### src/rtl/knt_pkg.sv
// ----------------------------------------------------------------------------
// knt_pkg
// shared types, constants and character class helpers for the tokenizer
// ----------------------------------------------------------------------------
package knt_pkg;

  localparam int NUMBER_BITS      = 31;
  localparam int LINE_BITS        = 16;
  localparam int NAME_LENGTH_BITS = 8;

  localparam int KIND_W  = 4;
  localparam int VALUE_W = 31;
  localparam int LINE_W  = 16;
  localparam int CHAR_W  = 8;

  localparam int KW_COUNT = 5;
  localparam int KW_POS_W = 4;

  localparam int FIFO_DEPTH = 4;
  localparam int PTR_W      = $clog2(FIFO_DEPTH);
  localparam int CNT_W      = $clog2(FIFO_DEPTH + 1);

  localparam logic [NUMBER_BITS-1:0]      NUM_MAX  = '1;
  localparam logic [LINE_BITS-1:0]        LINE_MAX = '1;
  localparam logic [NAME_LENGTH_BITS-1:0] NAME_MAX = '1;
  localparam logic [KW_COUNT-1:0]         KW_ALL   = '1;

  localparam logic [KIND_W-1:0] KIND_NAME   = 4'd0;
  localparam logic [KIND_W-1:0] KIND_NUMBER = 4'd1;
  localparam logic [KIND_W-1:0] KIND_KW0    = 4'd2;
  localparam logic [KIND_W-1:0] KIND_BAD    = 4'd7;
  localparam logic [KIND_W-1:0] KIND_END    = 4'd8;

  localparam logic [CHAR_W-1:0] CH_NL    = 8'h0A;
  localparam logic [CHAR_W-1:0] CH_CR    = 8'h0D;
  localparam logic [CHAR_W-1:0] CH_SPACE = 8'h20;
  localparam logic [CHAR_W-1:0] CH_UNDER = 8'h5F;

  typedef enum logic [3:0] {
    MODE_IDLE   = 4'b0001,
    MODE_NAME   = 4'b0010,
    MODE_NUMBER = 4'b0100,
    MODE_HALTED = 4'b1000
  } mode_t;

  typedef struct packed {
    logic [KIND_W-1:0]  kind;
    logic [VALUE_W-1:0] value;
    logic [LINE_W-1:0]  line;
    logic               ovf;
    logic               last;
  } result_t;

  // keyword lengths
  function automatic logic [NAME_LENGTH_BITS-1:0] kw_len(input int k);
    logic [NAME_LENGTH_BITS-1:0] len;
    case (k)
      0:       len = NAME_LENGTH_BITS'(6);
      1:       len = NAME_LENGTH_BITS'(6);
      2:       len = NAME_LENGTH_BITS'(11);
      3:       len = NAME_LENGTH_BITS'(12);
      default: len = NAME_LENGTH_BITS'(7);
    endcase
    return len;
  endfunction

  // keyword text, one character per position
  function automatic logic [CHAR_W-1:0] kw_char(input int k, input logic [KW_POS_W-1:0] pos);
    logic [12*CHAR_W-1:0] txt;
    case (k)
      0:       txt = {"points", 48'h0};
      1:       txt = {"lignes", 48'h0};
      2:       txt = {"checkpoints", 8'h0};
      3:       txt = "emplacements";
      default: txt = {"arrivee", 40'h0};
    endcase
    if (pos > KW_POS_W'(11)) begin
      return '0;
    end
    return txt[(11 - int'(pos))*CHAR_W +: CHAR_W];
  endfunction

  function automatic logic is_letter(input logic [CHAR_W-1:0] c);
    return (c >= "a" && c <= "z") || (c >= "A" && c <= "Z") || (c == CH_UNDER);
  endfunction

  function automatic logic is_digit(input logic [CHAR_W-1:0] c);
    return (c >= "0" && c <= "9");
  endfunction

endpackage

### src/rtl/keyword_number_tokenizer.sv
// ----------------------------------------------------------------------------
// keyword_number_tokenizer
// byte-serial tokenizer for names, five keywords, numbers and line breaks
// ----------------------------------------------------------------------------
// input channel: one character byte per request, or an end-of-stream mark
// (in_end_of_stream high) that flushes a pending token, reports an end token
// and returns the scanner to its reset state
// result channel: zero, one or two tokens per request, out_last high on the
// final token a request causes
// a token is registered in the result queue when its request is accepted
// throughput: one request per cycle while in_ready is high; the scanner state
// updates in the cycle of acceptance, and tokens go into a four-entry result
// queue that the receiver drains at one token per cycle while out_ready is
// high, so the two tokens of one request leave it one after the other
// in_ready stays high while two queue slots are free; when the receiver
// stalls the queue fills and in_ready drops, nothing is lost
// reset: scanner idle, line counter at one, queue empty
// a bad character halts the scanner until the next end-of-stream request
// ----------------------------------------------------------------------------
module keyword_number_tokenizer
  import knt_pkg::*;
(
  input  logic               clk,
  input  logic               rst_n,
  input  logic               in_valid,
  output logic               in_ready,
  input  logic [CHAR_W-1:0]  in_char_code,
  input  logic               in_end_of_stream,
  output logic               out_valid,
  input  logic               out_ready,
  output logic [KIND_W-1:0]  out_token_kind,
  output logic [VALUE_W-1:0] out_token_value,
  output logic [LINE_W-1:0]  out_line_number,
  output logic               out_overflow,
  output logic               out_last
);

  mode_t                       mode_r, mode_nxt;
  logic [NUMBER_BITS-1:0]      acc_r, acc_nxt;
  logic [NAME_LENGTH_BITS-1:0] len_r, len_nxt;
  logic [KW_COUNT-1:0]         match_r, match_nxt;
  logic [LINE_BITS-1:0]        line_r, line_nxt;
  logic                        ovf_r, ovf_nxt;

  result_t                     mem_r [FIFO_DEPTH];
  logic [PTR_W-1:0]            wptr_r, rptr_r;
  logic [CNT_W-1:0]            count_r;

  logic                        in_acc, out_acc;
  logic [1:0]                  n_res;
  result_t                     res0, res1;
  result_t                     flush_res, tail_res;
  logic                        flush_vld;
  logic [LINE_W-1:0]           line_out;

  logic [CHAR_W-1:0]           c;
  logic                        c_let, c_dig;
  logic [NAME_LENGTH_BITS-1:0] base_len;
  logic [KW_COUNT-1:0]         base_match;
  logic [NUMBER_BITS-1:0]      base_acc;
  logic                        base_ovf;
  logic [NUMBER_BITS+3:0]      prod;
  logic [KIND_W-1:0]           kw_kind;
  logic                        kw_hit;

  assign in_ready  = (count_r <= CNT_W'(FIFO_DEPTH - 2));
  assign in_acc    = in_valid && in_ready;
  assign out_valid = (count_r != '0);
  assign out_acc   = out_valid && out_ready;

  assign c        = in_char_code;
  assign c_let    = is_letter(c);
  assign c_dig    = is_digit(c);
  assign line_out = LINE_W'(line_r);

  // pending token as it stands in the registers
  always_comb begin
    kw_kind = KIND_NAME;
    kw_hit  = 1'b0;
    for (int k = KW_COUNT - 1; k >= 0; k--) begin
      if (match_r[k] && (len_r == kw_len(k))) begin
        kw_kind = KIND_KW0 + KIND_W'(k);
        kw_hit  = 1'b1;
      end
    end
    flush_vld = (mode_r == MODE_NAME) || (mode_r == MODE_NUMBER);
    flush_res = '0;
    flush_res.line = line_out;
    if (mode_r == MODE_NUMBER) begin
      flush_res.kind  = KIND_NUMBER;
      flush_res.value = VALUE_W'(acc_r);
      flush_res.ovf   = ovf_r;
    end else if (kw_hit) begin
      flush_res.kind = kw_kind;
    end else begin
      flush_res.kind  = KIND_NAME;
      flush_res.value = VALUE_W'(len_r);
      flush_res.ovf   = ovf_r;
    end
  end

  // scanner next state and tokens for the accepted request
  always_comb begin
    mode_nxt   = mode_r;
    acc_nxt    = acc_r;
    len_nxt    = len_r;
    match_nxt  = match_r;
    line_nxt   = line_r;
    ovf_nxt    = ovf_r;
    n_res      = 2'd0;
    res0       = '0;
    res1       = '0;
    tail_res   = '0;
    base_len   = len_r;
    base_match = match_r;
    base_acc   = acc_r;
    base_ovf   = ovf_r;
    prod       = '0;

    if (in_acc) begin
      tail_res.line = line_out;
      if (in_end_of_stream) begin
        tail_res.kind = KIND_END;
        tail_res.last = 1'b1;
        if (flush_vld) begin
          res0  = flush_res;
          res1  = tail_res;
          n_res = 2'd2;
        end else begin
          res0  = tail_res;
          n_res = 2'd1;
        end
        mode_nxt  = MODE_IDLE;
        acc_nxt   = '0;
        len_nxt   = '0;
        match_nxt = KW_ALL;
        line_nxt  = LINE_BITS'(1);
        ovf_nxt   = 1'b0;
      end else if (mode_r != MODE_HALTED) begin
        if ((mode_r == MODE_NAME && (c_let || c_dig)) ||
            (mode_r == MODE_NUMBER && c_dig)) begin
          // token continues, work from current registers
        end else begin
          base_len   = '0;
          base_match = KW_ALL;
          base_acc   = '0;
          base_ovf   = 1'b0;
        end

        if ((mode_r == MODE_NAME && (c_let || c_dig)) ||
            (mode_r != MODE_NUMBER && mode_r != MODE_NAME && c_let) ||
            (mode_r == MODE_NUMBER && !c_dig && c_let) ||
            (mode_r == MODE_NAME && !(c_let || c_dig) && c_let)) begin
          mode_nxt = MODE_NAME;
          if (base_len >= NAME_MAX) begin
            ovf_nxt   = 1'b1;
            match_nxt = '0;
            len_nxt   = base_len;
          end else begin
            ovf_nxt   = base_ovf;
            match_nxt = base_match;
            for (int k = 0; k < KW_COUNT; k++) begin
              if (base_len >= kw_len(k) ||
                  kw_char(k, KW_POS_W'(base_len)) != c) begin
                match_nxt[k] = 1'b0;
              end
            end
            len_nxt = base_len + NAME_LENGTH_BITS'(1);
          end
        end else if (c_dig) begin
          mode_nxt = MODE_NUMBER;
          prod = ({4'b0, base_acc} << 3) + ({4'b0, base_acc} << 1) +
                 (NUMBER_BITS+4)'(c - "0");
          if (prod > {4'b0, NUM_MAX}) begin
            acc_nxt = NUM_MAX;
            ovf_nxt = 1'b1;
          end else begin
            acc_nxt = prod[NUMBER_BITS-1:0];
            ovf_nxt = base_ovf;
          end
        end else begin
          mode_nxt = MODE_IDLE;
          if (c == CH_NL) begin
            if (line_r < LINE_MAX) begin
              line_nxt = line_r + LINE_BITS'(1);
            end
          end else if (c == CH_SPACE || c == CH_CR) begin
            line_nxt = line_r;
          end else begin
            mode_nxt       = MODE_HALTED;
            tail_res.kind  = KIND_BAD;
            tail_res.value = VALUE_W'(c);
          end
        end

        // emit flushed token, then a bad char if any
        if (flush_vld && mode_nxt != mode_r) begin
          res0  = flush_res;
          n_res = 2'd1;
          if (mode_nxt == MODE_HALTED) begin
            res1  = tail_res;
            n_res = 2'd2;
          end
        end else if (flush_vld && !((mode_r == MODE_NAME && (c_let || c_dig)) ||
                                    (mode_r == MODE_NUMBER && c_dig))) begin
          res0  = flush_res;
          n_res = 2'd1;
        end else if (mode_nxt == MODE_HALTED) begin
          res0  = tail_res;
          n_res = 2'd1;
        end
        if (n_res == 2'd2) begin
          res1.last = 1'b1;
        end else if (n_res == 2'd1) begin
          res0.last = 1'b1;
        end
      end
    end
  end

  always_ff @(posedge clk) begin
    if (!rst_n) begin
      mode_r  <= MODE_IDLE;
      acc_r   <= '0;
      len_r   <= '0;
      match_r <= KW_ALL;
      line_r  <= LINE_BITS'(1);
      ovf_r   <= 1'b0;
      wptr_r  <= '0;
      rptr_r  <= '0;
      count_r <= '0;
    end else begin
      mode_r  <= mode_nxt;
      acc_r   <= acc_nxt;
      len_r   <= len_nxt;
      match_r <= match_nxt;
      line_r  <= line_nxt;
      ovf_r   <= ovf_nxt;
      wptr_r  <= wptr_r + PTR_W'(n_res);
      if (out_acc) begin
        rptr_r <= rptr_r + PTR_W'(1);
      end
      count_r <= count_r + CNT_W'(n_res) - CNT_W'(out_acc);
    end
  end

  // result queue
  always_ff @(posedge clk) begin
    if (n_res != 2'd0) begin
      mem_r[wptr_r] <= res0;
    end
    if (n_res == 2'd2) begin
      mem_r[wptr_r + PTR_W'(1)] <= res1;
    end
  end

  assign out_token_kind  = mem_r[rptr_r].kind;
  assign out_token_value = mem_r[rptr_r].value;
  assign out_line_number = mem_r[rptr_r].line;
  assign out_overflow    = mem_r[rptr_r].ovf;
  assign out_last        = mem_r[rptr_r].last;

  a_count_bound : assert property (@(posedge clk) disable iff (!rst_n)
    count_r <= CNT_W'(FIFO_DEPTH))
    else $error("result queue count out of range");

  a_eos_reinit : assert property (@(posedge clk) disable iff (!rst_n)
    (in_valid && in_ready && in_end_of_stream) |=>
      (mode_r == MODE_IDLE && line_r == LINE_BITS'(1) && count_r != '0))
    else $error("end of stream did not reinitialize scanner");

  a_halt_silent : assert property (@(posedge clk) disable iff (!rst_n)
    (in_valid && in_ready && !in_end_of_stream && mode_r == MODE_HALTED) |=>
      (mode_r == MODE_HALTED && count_r <= $past(count_r)))
    else $error("halted scanner produced a token");

  a_line_nonzero : assert property (@(posedge clk) disable iff (!rst_n)
    line_r != '0)
    else $error("line counter reached zero");

endmodule
### config.mk
export PLATFORM = sky130hd
export DESIGN_NAME = keyword_number_tokenizer
export DESIGN_NICKNAME = d
export VERILOG_FILES = /design/src/rtl/knt_pkg.sv /design/src/rtl/keyword_number_tokenizer.sv
export SDC_FILE = /design/constraint.sdc
export NUM_CORES = 1
export LEC_CHECK = 0
export BUFFER_PORTS_ARGS = -buffer_cell sky130_fd_sc_hd__buf_4
export CORE_ASPECT_RATIO = 1.5
export CORE_MARGIN = 2
export CORE_UTILIZATION = 60
export CTS_CLUSTER_SIZE = 8
export DETAILED_ROUTE_END_ITERATION = 12
export GPL_TIMING_DRIVEN = 1
export PLACE_DENSITY = 0.76
export RECOVER_POWER = 50
export SLEW_MARGIN = 30
export SYNTH_ARGS = -nofsm -noshare
export SYNTH_HDL_FRONTEND = slang
export SYNTH_SLANG_ARGS = --single-unit
### constraint.sdc
create_clock -name clk -period 11.6 [get_ports clk]
set_input_delay 0.58 -clock clk [delete_from_list [all_inputs] [get_ports clk]]
set_output_delay 0.58 -clock clk [all_outputs]
set_load 0.03 [all_outputs]
==> results of run 1 <==
logic make-up (layout without fill, tap and decap cells):
logic type      Yosys count  count (layout)
mux                      71              71
flops                   286             286
simple gates            461             461
compound gates          459             459
buf+inv                 146             196
fa+ha+maj                80              80
xor+xnor                 63              63
sequential cells by signal (all words and copies together) (netlist names), named ones only:
name,count
count_r,3
rptr_r,2
line_out,16
acc_r,31
ovf_r,1
match_r,5
wptr_r,2
len_r,8
mem_r,212
mode_r,4
layout by cell type, fill, tap and decap left out, types with 14 or more instances in the layout:
cell,netlist,layout
a21o_1,18,18
a21oi_1,76,77
a221o_1,32,32
a22o_1,94,94
and2_1,54,51
and3_1,33,33
buf_4,2,30
clkbuf_1,77,83
clkbuf_16,0,42
dfxtp_1,170,168
edfxtp_1,116,116
fa_1,28,28
ha_1,52,52
inv_1,33,34
mux2i_1,15,15
mux4_2,53,53
nand2_1,95,96
nand2b_1,16,16
nand3_1,21,21
nor2_1,112,112
nor2b_1,38,38
nor3_1,24,22
o211ai_1,14,14
o21ai_0,68,72
o22ai_1,36,36
xnor2_1,41,41
xor2_1,22,22
metrics by stage:
stage	hold slack (ns)	utilization, %	area (um^2)	setup WS [ns]	power, W
after floorplan	0.427	-	16400	3.71	0.00161
after global placement	0.443	63.2	17100	5.20	0.00180
after detailed placement	0.458	63.2	17100	5.01	0.00181
after CTS	0.329	67.5	18300	5.56	0.00291
after global routing	0.337	66.5	18000	3.47	0.00294
final	0.346	66.5	18000	3.86	0.00285
metal layers:
| layer | track usage, % | vias up | wire [um] |
|---|---|---|---|
| met4 | 12.9 | 0 | 1550 |
| met3 | 3.87 | 120 | 2400 |
| met1 | 36.1 | 6421 | 17200 |
| li1 | - | 5986 | - |
| met2 | 55.8 | 505 | 23200 |
| met5 | 0 | - | 0 |
where the power goes:
part           leakage (nW)  internal (W)  switching (W)
sequential             2.44       0.00111      0.0000417
combinational          3.66      0.000196       0.000396
clock                 0.566      0.000672       0.000438
total                  6.67       0.00198       0.000876
worst max path at each step:
stage	startpoint	end	slack (ns)	cells past startpoint
floorplan	in_char_code[4]	acc_r[12]	3.71	16
detailed placement	in_char_code[4]	acc_r[7]	5.01	21
CTS	in_char_code[4]	acc_r[7]	5.56	21
global route	in_char_code[2]	acc_r[6]	3.47	19
global placement	in_char_code[4]	acc_r[24]	5.20	21
finish	in_char_code[2]	acc_r[21]	3.86	19
cell type report:
| class | instances | area (um^2) | area share, % |
|---|---|---|---|
| inverters | 38 | 143 | 0.793 |
| clock inverters | 2 | 36.3 | 0.202 |
| repair buffers | 92 | 458 | 2.55 |
| well taps | 342 | 428 | 2.38 |
| multi-input cells | 1134 | 8890 | 49.4 |
| clock buffers | 64 | 1140 | 6.36 |
| flip-flops and latches | 286 | 6890 | 38.3 |
==> impl_metrics.tcl, run 1 <==
set metrics [dict create \
    slowest_stage "nand2_1" \
    power.leakage_nw 6.67 \
    crit_fanout 59 \
    cts_tree "built" \
    yosys-top-cells-area "edfxtp_1 21%, dfxtp_1 21%, mux4_2 7.3%" \
    hold_class "in2reg" \
    crit_path_end_kind "register" \
    async_flop_share_pct 0 \
    violations "capacitance limit, slew limit" \
    r2r_start "mode_r[3]" \
    die_w_um 139 \
    clkTransAtPathRegs_ns 0.06 \
    initial_core_util_pct 60.5 \
    maxCapViolCount 6 \
    cts-root-buf "clkbuf_16" \
    gp_congestion 0.986 \
    power_density_nw_per_um2 159 \
    io_pins 68 \
    gr-total-overflow 0 \
    dp_hpwl_mm 30.1 \
    synth-simple-area-share_pct 14.8 \
    htreeDepth 2 \
    cts_setup_buffers 0 \
    place_inst 1892 \
    clkSinkCount 286 \
    coreArea_um2 27000 \
    totalWireLength_mm 44.3 \
    synthAdderAreaFrac_pct 7.40 \
    yosysSeqAreaShare_pct 42.1 \
    worst_pin_slew_ns 3.43 \
    synth_edf_count 116 \
    die_h_um 206 \
    ant_nets 0 \
    grt_pass1_wl_mm 70.3 \
    worstPathRequired_ns 12.08 \
    period_share_pct 66.8 \
    synthesis.nets 1659 \
    ctsHoldBuffers 0 \
    port_buffers 67 \
    setup_tns_ns 0 \
    min_from "rst_n" \
    hold_depth 2 \
    finClkSkew_ns 0.0263 \
    grtUsageTotal_pct 30.5 \
    post-synth-top-count-cell "dfxtp_1" \
    synthXorXnorAreaFrac_pct 3.37 \
    synthMuxAreaShare_pct 8.42 \
    worstSkewPairLatency_ns 0.54 \
    synth_area_um2 16400 \
    slew-limit-headroom_pct -128 \
    yosysTopAreaCell "edfxtp_1" \
    ys.flop_type "dfxtp_1" \
    r2r_cells 17 \
    wire_per_inst_um 22.6 \
    dr.pass1.iters 5 \
    slew_viol_final 238 \
    layout_min_cycle_time_ns 7.74 \
    die_area_um2 28600 \
    irDropWorstVdd_mv 0.146 \
    cts_buffer_depth 3 \
    synth_compound_area_share_pct 20.4 \
    crit_buf_inv 2 \
    area_growth_syn_to_layout_pct 9.92 \
    setup-violations-final 0 \
    grt_pass1_vias 13300 \
    reg2reg_to "acc_r[21]" \
    hold_path_end "match_r[2]" \
    status "finished with violations" \
    syn_avg_cell_area_um2 10.4 \
    critical_path_class "in2reg" \
    ys_types 94 \
    rsz0062_at_grt "false" \
    yosysTopAreaCellShare_pct 21.3 \
    antenna_found_initial 0 \
    final_nets 1686 \
    nFillCells 2163 \
    drc 0 \
    max_stage_delay_ns 1.15 \
    r2r_setup_slack_ns 4.55 \
    hold_viol 0 \
    synth.top_cells.by_count "170 x dfxtp_1, 116 x edfxtp_1, 112 x nor2_1" \
    first_iter_violations 1014 \
    row_count 74 \
    cpLargestDelayFamily "compound AO/OA/AOI/OAI gates" \
    ctsResizeCount 0 \
    final_cells 1958 \
    fmax_ghz 0.129 \
    worst_setup_path_start_kind "input port" \
    path_cells "clkbuf_1 > and4bb_1 > a211oi_1 > o22ai_1 > o211ai_4 > nand2_1 > and2_1 > fa_1 > ha_1 > o211ai_1 > o21ai_1 > o21ai_0 > o221a_2 > or4_1 > a32oi_1 > a2111oi_2 > a21boi_2 > buf_4 > a221o_1" \
    ys.warnings.count 0 \
    num_vias 13000 \
    synth_top_family_by_area "compound AO/OA/AOI/OAI gates" \
    grt_max_degree 60 \
    syn-instance-count 1566 \
    cts_buffers 41 \
    ys_ff_latch 286 \
    viasPerCell 6.66 \
    drive_gt1_share_pct 10.5 \
    diodes 0 \
    worstPathArrival_ns 8.23 \
]
(Power assumes the default switching activity.)
==> inputs of run 2 (changes only) <==
--- a/config.mk
+++ b/config.mk
@@ -5,14 +5,15 @@
 export SDC_FILE = /design/constraint.sdc
 export NUM_CORES = 1
 export LEC_CHECK = 0
+export ABC_AREA = 1
 export BUFFER_PORTS_ARGS = -buffer_cell sky130_fd_sc_hd__buf_4
 export CORE_ASPECT_RATIO = 1.5
 export CORE_MARGIN = 2
-export CORE_UTILIZATION = 60
+export CORE_UTILIZATION = 57
 export CTS_CLUSTER_SIZE = 8
 export DETAILED_ROUTE_END_ITERATION = 12
 export GPL_TIMING_DRIVEN = 1
-export PLACE_DENSITY = 0.76
+export PLACE_DENSITY = 0.75
 export RECOVER_POWER = 50
 export SLEW_MARGIN = 30
 export SYNTH_ARGS = -nofsm -noshare
==> constraint.sdc (replaced) <==
create_clock -name clk -period 7.1 [get_ports clk]
set_input_delay 0.355 -clock clk [delete_from_list [all_inputs] [get_ports clk]]
set_output_delay 0.355 -clock clk [all_outputs]
set_load 0.03 [all_outputs]
==> run 2 against run 1 <==
The run still ends with capacitance limit, slew limit left. Register-to-register slack lost 3.9 ns. Cell count up 38%. Combinational power increased by 120%. Synthesized cell count increased by 45%. Clock skew shrank 0.017 ns. Area after synthesis is 5.4% higher. Hold slack worse by 0.23 ns. Via count up 29%. Sequential share of layout area down 1.6 points. Largest cell class unchanged.
==> impl_metrics.tcl, run 2 <==
set metrics [dict create \
    status "finished with violations" \
    violations "capacitance limit, slew limit" \
    final_common_cell "nand2_1" \
    multi_input_area_um2 9050 \
    die_w_um 146 \
    layout_min_cycle_time_ns 6.41 \
    row_count 78 \
    power_density_nw_per_um2 262 \
    place_ws_ns 1.22 \
    syn-instance-count 2273 \
    slew-limit-headroom_pct -71.6 \
    min_from "rst_n" \
    yosysSeqAreaShare_pct 39.9 \
    worst_setup_path_start_kind "register" \
    grt_pass1_wl_mm 83.8 \
    synth_compound_area_share_pct 19.6 \
    grt_max_degree 108 \
    r2r_start "mode_r[0]" \
    crit_fanout 69 \
    synth-simple-area-share_pct 24.1 \
    gp_congestion 0.960 \
    ctsResizeCount 0 \
    yosysTopAreaCell "edfxtp_1" \
    reg2reg_to "mem_r[1][12]" \
    maxCapViolCount 3 \
    syn_avg_cell_area_um2 7.59 \
    cts_buffer_depth 3 \
    ant_nets 0 \
    clkSinkCount 286 \
    ys.warnings.count 0 \
    setup_tns_ns 0 \
    synthXorXnorAreaFrac_pct 1.93 \
    largest_register_ffs 212 \
    viasPerCell 6.24 \
    fmax_ghz 0.156 \
    synth_area_um2 17200 \
    slew_viol_final 102 \
    first_iter_violations 1709 \
    final_nets 2368 \
    synthMuxAreaShare_pct 0 \
    worstPathRequired_ns 7.15 \
    ys_types 53 \
    grt_pass1_vias 16400 \
    synthesis.nets 2366 \
    clkTransAtPathRegs_ns 0.06 \
    r2r_cells 14 \
    irDropWorstVdd_mv 0.176 \
    power.leakage_nw 7.17 \
    p_total_w 0.00492 \
    finClkSkew_ns 0.00889 \
    coreArea_um2 30100 \
    drive_gt1_share_pct 5.75 \
    initial_core_util_pct 57.4 \
    totalWireLength_mm 52.2 \
    io_pins 68 \
    diodes 0 \
    final_util_pct 62.4 \
    wire_per_inst_um 19.4 \
    synth_edf_count 116 \
    cts_tree "built" \
    rsz0062_at_grt "false" \
    num_vias 16800 \
    gr-total-overflow 0 \
    hold_viol 0 \
    crit_path_end_kind "register" \
    hold_depth 2 \
    cts_setup_buffers 0 \
    worstSkewPairLatency_ns 0.54 \
    async_flop_share_pct 0 \
    area_growth_syn_to_layout_pct 8.77 \
    r2r_setup_slack_ns 0.69 \
    period_share_pct 90.2 \
    dp_hpwl_mm 33.8 \
    final_cells 2694 \
    top_register "mem_r" \
    yosys-top-cells-area "edfxtp_1 20%, dfxtp_1 20%, nand2_1 9.3%" \
    nFillCells 2744 \
    critical_path_class "reg2reg" \
    place_inst 2632 \
    hold_path_end "match_r[2]" \
    dr.pass1.iters 7 \
    seqCellArea_um2 6890 \
    yosysTopAreaCellShare_pct 20.2 \
    post-synth-top-count-cell "nand2_1" \
    htreeDepth 2 \
    cts-root-buf "clkbuf_16" \
    layout_setup_ws_ns 0.693 \
    drc 0 \
    worstPathArrival_ns 6.46 \
    cts_buffers 41 \
    ys_ff_latch 286 \
    antenna_found_initial 0 \
    grtUsageTotal_pct 32.6 \
    ys.flop_type "dfxtp_1" \
    ctsHoldBuffers 0 \
    worst_pin_slew_ns 2.55 \
    setup-violations-final 0 \
    synth_top_family_by_area "simple AND/OR/NAND/NOR gates" \
    synth.top_cells.by_count "428 x nand2_1, 264 x o21ai_0, 258 x nor2_1" \
    synthAdderAreaFrac_pct 7.02 \
    die_area_um2 31700 \
    hold_class "in2reg" \
    final_cell_mix "422 x nand2_1, 265 x o21ai_0, 258 x nor2_1, 194 x nand3_1, 169 x dfxtp_1" \
    die_h_um 217 \
    port_buffers 67 \
]
-- run 2: changes by cell type in the layout (fill, tap and decap cells not counted), moves of 51 or more --
cell and change:
o21ai_0 +193, mux4_2 -53, o22ai_1 +126, inv_1 +127, nand2_1 +326, and2_1 -51
a22o_1 -94, nand3_1 +173, nor2_1 +146
-- run 2: worst max-delay path by stage --
stage                         start  slack (ns)  cells past startpoint           end
floorplan           in_char_code[4]        1.60                     16      acc_r[4]
global placement    in_char_code[4]        1.41                     27     acc_r[24]
detailed placement  in_char_code[4]        1.22                     34     acc_r[24]
CTS                       mode_r[0]        1.31                     28     acc_r[29]
global route              mode_r[0]        0.35                     14   mem_r[1][6]
finish                    mode_r[0]        0.69                     14  mem_r[1][12]
-- run 2: kinds of logic after synthesis --
group	count (synthesis)
AOI/OAI and AO/OA	599
xor gates and xnor gates	38
adders and majority gates	80
buffers and inverters	307
DFF	286
and+or+nand+nor	963
-- run 2: report_power, final --
part | leakage, nW | internal, W | switching [W]
registers | 2.43 | 0.00181 | 0.0000324
logic | 4.18 | 0.000285 | 0.00100
clock network | 0.562 | 0.00109 | 0.000708
total | 7.17 | 0.00318 | 0.00174
-- run 2: layer usage --
layer,track usage (%),up-vias,routed length (um)
li1,-,7859,-
met1,39.3,7835,19700
met2,56.9,927,25600
met3,4.68,186,4410
met4,16.1,0,2420
met5,0,-,0
-- run 2: through the flow --
step	hold WS, ns	area [um^2]
6_report	0.117	18800
5_1_grt	0.123	18800
4_1_cts	0.107	19000
3_3_place_gp	0.449	17800
2_1_floorplan	0.437	17200
3_5_place_dp	0.455	17800
-- run 2: worst max-delay path, cell delays in order, from the launching register on --
cell and delay, ns:
dfxtp_1 0.34, nor2_1 0.17, nand3_1 0.50, inv_2 0.26
nor2_2 0.11, inv_1 0.13, nand2_1 0.07, nand2_2 0.18
nor2_4 0.12, nor2_1 0.68, o21ai_0 1.16, nand2_4 0.53
nand2_4 0.14, nand2_4 0.67, nand2_2 0.79
-- run 2: layout make-up --
class	count	area share (%)
Inverter	183	3.67
Clock inverter	2	0.193
Timing Repair Buffer	83	2.49
Clock buffer	60	6.02
Multi-Input combinational cell	1680	48.2
Tap cell	400	2.67
Sequential cell	286	36.7
==> inputs of run 3 (changes only) <==
--- a/config.mk
+++ b/config.mk
@@ -7,13 +7,15 @@
 export LEC_CHECK = 0
 export ABC_AREA = 1
 export BUFFER_PORTS_ARGS = -buffer_cell sky130_fd_sc_hd__buf_4
+export CELL_PAD_IN_SITES_DETAIL_PLACEMENT = 1
+export CELL_PAD_IN_SITES_GLOBAL_PLACEMENT = 1
 export CORE_ASPECT_RATIO = 1.5
 export CORE_MARGIN = 2
-export CORE_UTILIZATION = 57
+export CORE_UTILIZATION = 42
 export CTS_CLUSTER_SIZE = 8
 export DETAILED_ROUTE_END_ITERATION = 12
 export GPL_TIMING_DRIVEN = 1
-export PLACE_DENSITY = 0.75
+export PLACE_DENSITY = 0.74
 export RECOVER_POWER = 50
 export SLEW_MARGIN = 30
 export SYNTH_ARGS = -nofsm -noshare
==> run 3 against run 2 <==
The flow still finishes with violations (capacitance limit, slew limit). Sequential power is essentially flat. Clock skew is 0.018 ns higher. Flip-flop and latch count unchanged. Final area increased by 0.91%. Clock power increased by 4%. Fmax rose by 2.4%.
==> impl_metrics.tcl, run 3 (same netlist as run 2, synthesis figures left out) <==
set metrics [dict create \
    final_common_cell "nand2_1" \
    clkTransAtPathRegs_ns 0.06 \
    crit_path_end_kind "register" \
    max_stage_delay_ns 1.18 \
    maxCapViolCount 3 \
    num_vias 16700 \
    p_int_w 0.00324 \
    ant_nets 0 \
    rsz0062_at_grt "false" \
    viasPerCell 5.93 \
    layout_min_cycle_time_ns 6.26 \
    ctsHoldBuffers 0 \
    die_w_um 169 \
    violations "capacitance limit, slew limit" \
    area_growth_syn_to_layout_pct 9.76 \
    worst_pin_slew_ns 3.10 \
    final_nets 2372 \
    cts_buffer_depth 3 \
    r2r_cells 16 \
    p_comb_share_pct 25.9 \
    power.leakage_nw 7.22 \
    worstSkewPairLatency_ns 0.55 \
    die_h_um 252 \
    row_count 90 \
    setup-violations-final 0 \
    cts-root-buf "clkbuf_16" \
    diodes 0 \
    io_pins 68 \
    initial_core_util_pct 42.7 \
    dp_hpwl_mm 40.6 \
    setup_tns_ns 0 \
    crit_end "mem_r[3][37]" \
    cpLargestDelayFamily "simple AND/OR/NAND/NOR gates" \
    critical_path_class "reg2reg" \
    cts_buffers 42 \
    port_buffers 67 \
    worstPathRequired_ns 7.55 \
    whs_ns 0.113 \
    cts_setup_buffers 0 \
    slew-limit-headroom_pct -107 \
    gr-total-overflow 0 \
    worst_setup_path_start_kind "register" \
    cts_tree "built" \
    grt_max_degree 70 \
    drive_gt1_share_pct 5.91 \
    hold_class "in2reg" \
    ctsResizeCount 0 \
    grtUsageTotal_pct 27.9 \
    stdcell_area_um2 18900 \
    coreArea_um2 40400 \
    htreeDepth 2 \
    totalWireLength_mm 60.0 \
    finClkSkew_ns 0.0266 \
    slowest_stage "o21ai_0" \
    crit_fanout 37 \
    worstPathArrival_ns 6.71 \
    fmax_ghz 0.160 \
    dr.pass1.iters 5 \
    period_share_pct 88.1 \
    place_area_um2 18000 \
    clkSinkCount 286 \
    grt_pass1_vias 17700 \
    crit_buf_inv 3 \
    final_cell_mix "422 x nand2_1, 265 x o21ai_0, 258 x nor2_1, 194 x nand3_1, 169 x dfxtp_1" \
    largest_register_ffs 212 \
    antenna_found_initial 0 \
    path_cells "nor2_1 > nand3_1 > inv_2 > nor2_2 > inv_1 > nand2_1 > nand2_2 > nor2_4 > nor2_1 > o21ai_0 > nand2_4 > nand2_4 > nand2_2 > buf_4 > nand3_1 > o21ai_0" \
    irDropWorstVdd_mv 0.179 \
    p_seq_share_pct 36.9 \
    final_util_pct 46.8 \
    r2r_setup_slack_ns 0.84 \
    status "finished with violations" \
    first_iter_violations 1035 \
    grt_pass1_wl_mm 94.7 \
    reg2reg_to "mem_r[3][37]" \
    r2r_start "mode_r[0]" \
    power_density_nw_per_um2 266 \
    hold_viol 0 \
    gp_congestion 0.952 \
    swShare_pct 35.8 \
    drc 0 \
    critPathLaunch "mode_r[0]" \
    clockPowerShare_pct 37.2 \
    slew_viol_final 128 \
    p_sw_w 0.00180 \
    wire_per_inst_um 21.4 \
    die_area_um2 42700 \
    top_register "mem_r" \
    p_total_w 0.00504 \
    timing.critical_path.depth 16 \
]
==> run 3: area by class of cell <==
| class | count | area [um^2] |
|---|---|---|
| flip-flops and latches | 286 | 6890 |
| repair buffers | 86 | 448 |
| fillers | 5002 | 21500 |
| well taps | 506 | 633 |
| clock buffers | 63 | 1180 |
| clock inverters | 3 | 37.5 |
| inverters | 183 | 687 |
| multi-input cells | 1680 | 9050 |
==> run 3: metrics by stage <==
stage          std cells  setup WS (ns)
2_1_floorplan       2273           1.60
3_3_place_gp        2741           1.50
3_5_place_dp        2741           1.20
4_1_cts             2807           1.26
5_1_grt             2807          0.355
6_report            2807          0.843
==> run 3: how the worst min path moves through the flow <==
stage | start | end | depth (start not counted)
after CTS | rst_n | match_r[2] | 2
after floorplan | rptr_r[1] | register | 2
after global routing | rst_n | match_r[0] | 2
after detailed placement | mem_r[1][39] | mem_r[1][39] | 2
final | rst_n | match_r[2] | 2
after global placement | mem_r[2][27] | mem_r[2][27] | 2
==> run 3: per-layer routing <==
metal / GRT usage (%) / wire length [um]
met1: 32.7 / 24400
met2: 51.5 / 31000
met3: 2.99 / 2330
met4: 11.7 / 2270
met5: 0 / 0
==> run 3: power by group through the flow <==
stage	registers, W	clock network (W)	logic [W]
2_1_floorplan	0.00186	0	0.000939
3_3_place_gp	0.00189	0	0.00138
3_5_place_dp	0.00189	0	0.00141
4_1_cts	0.00186	0.00190	0.00142
5_1_grt	0.00187	0.00196	0.00141
6_report	0.00186	0.00188	0.00130
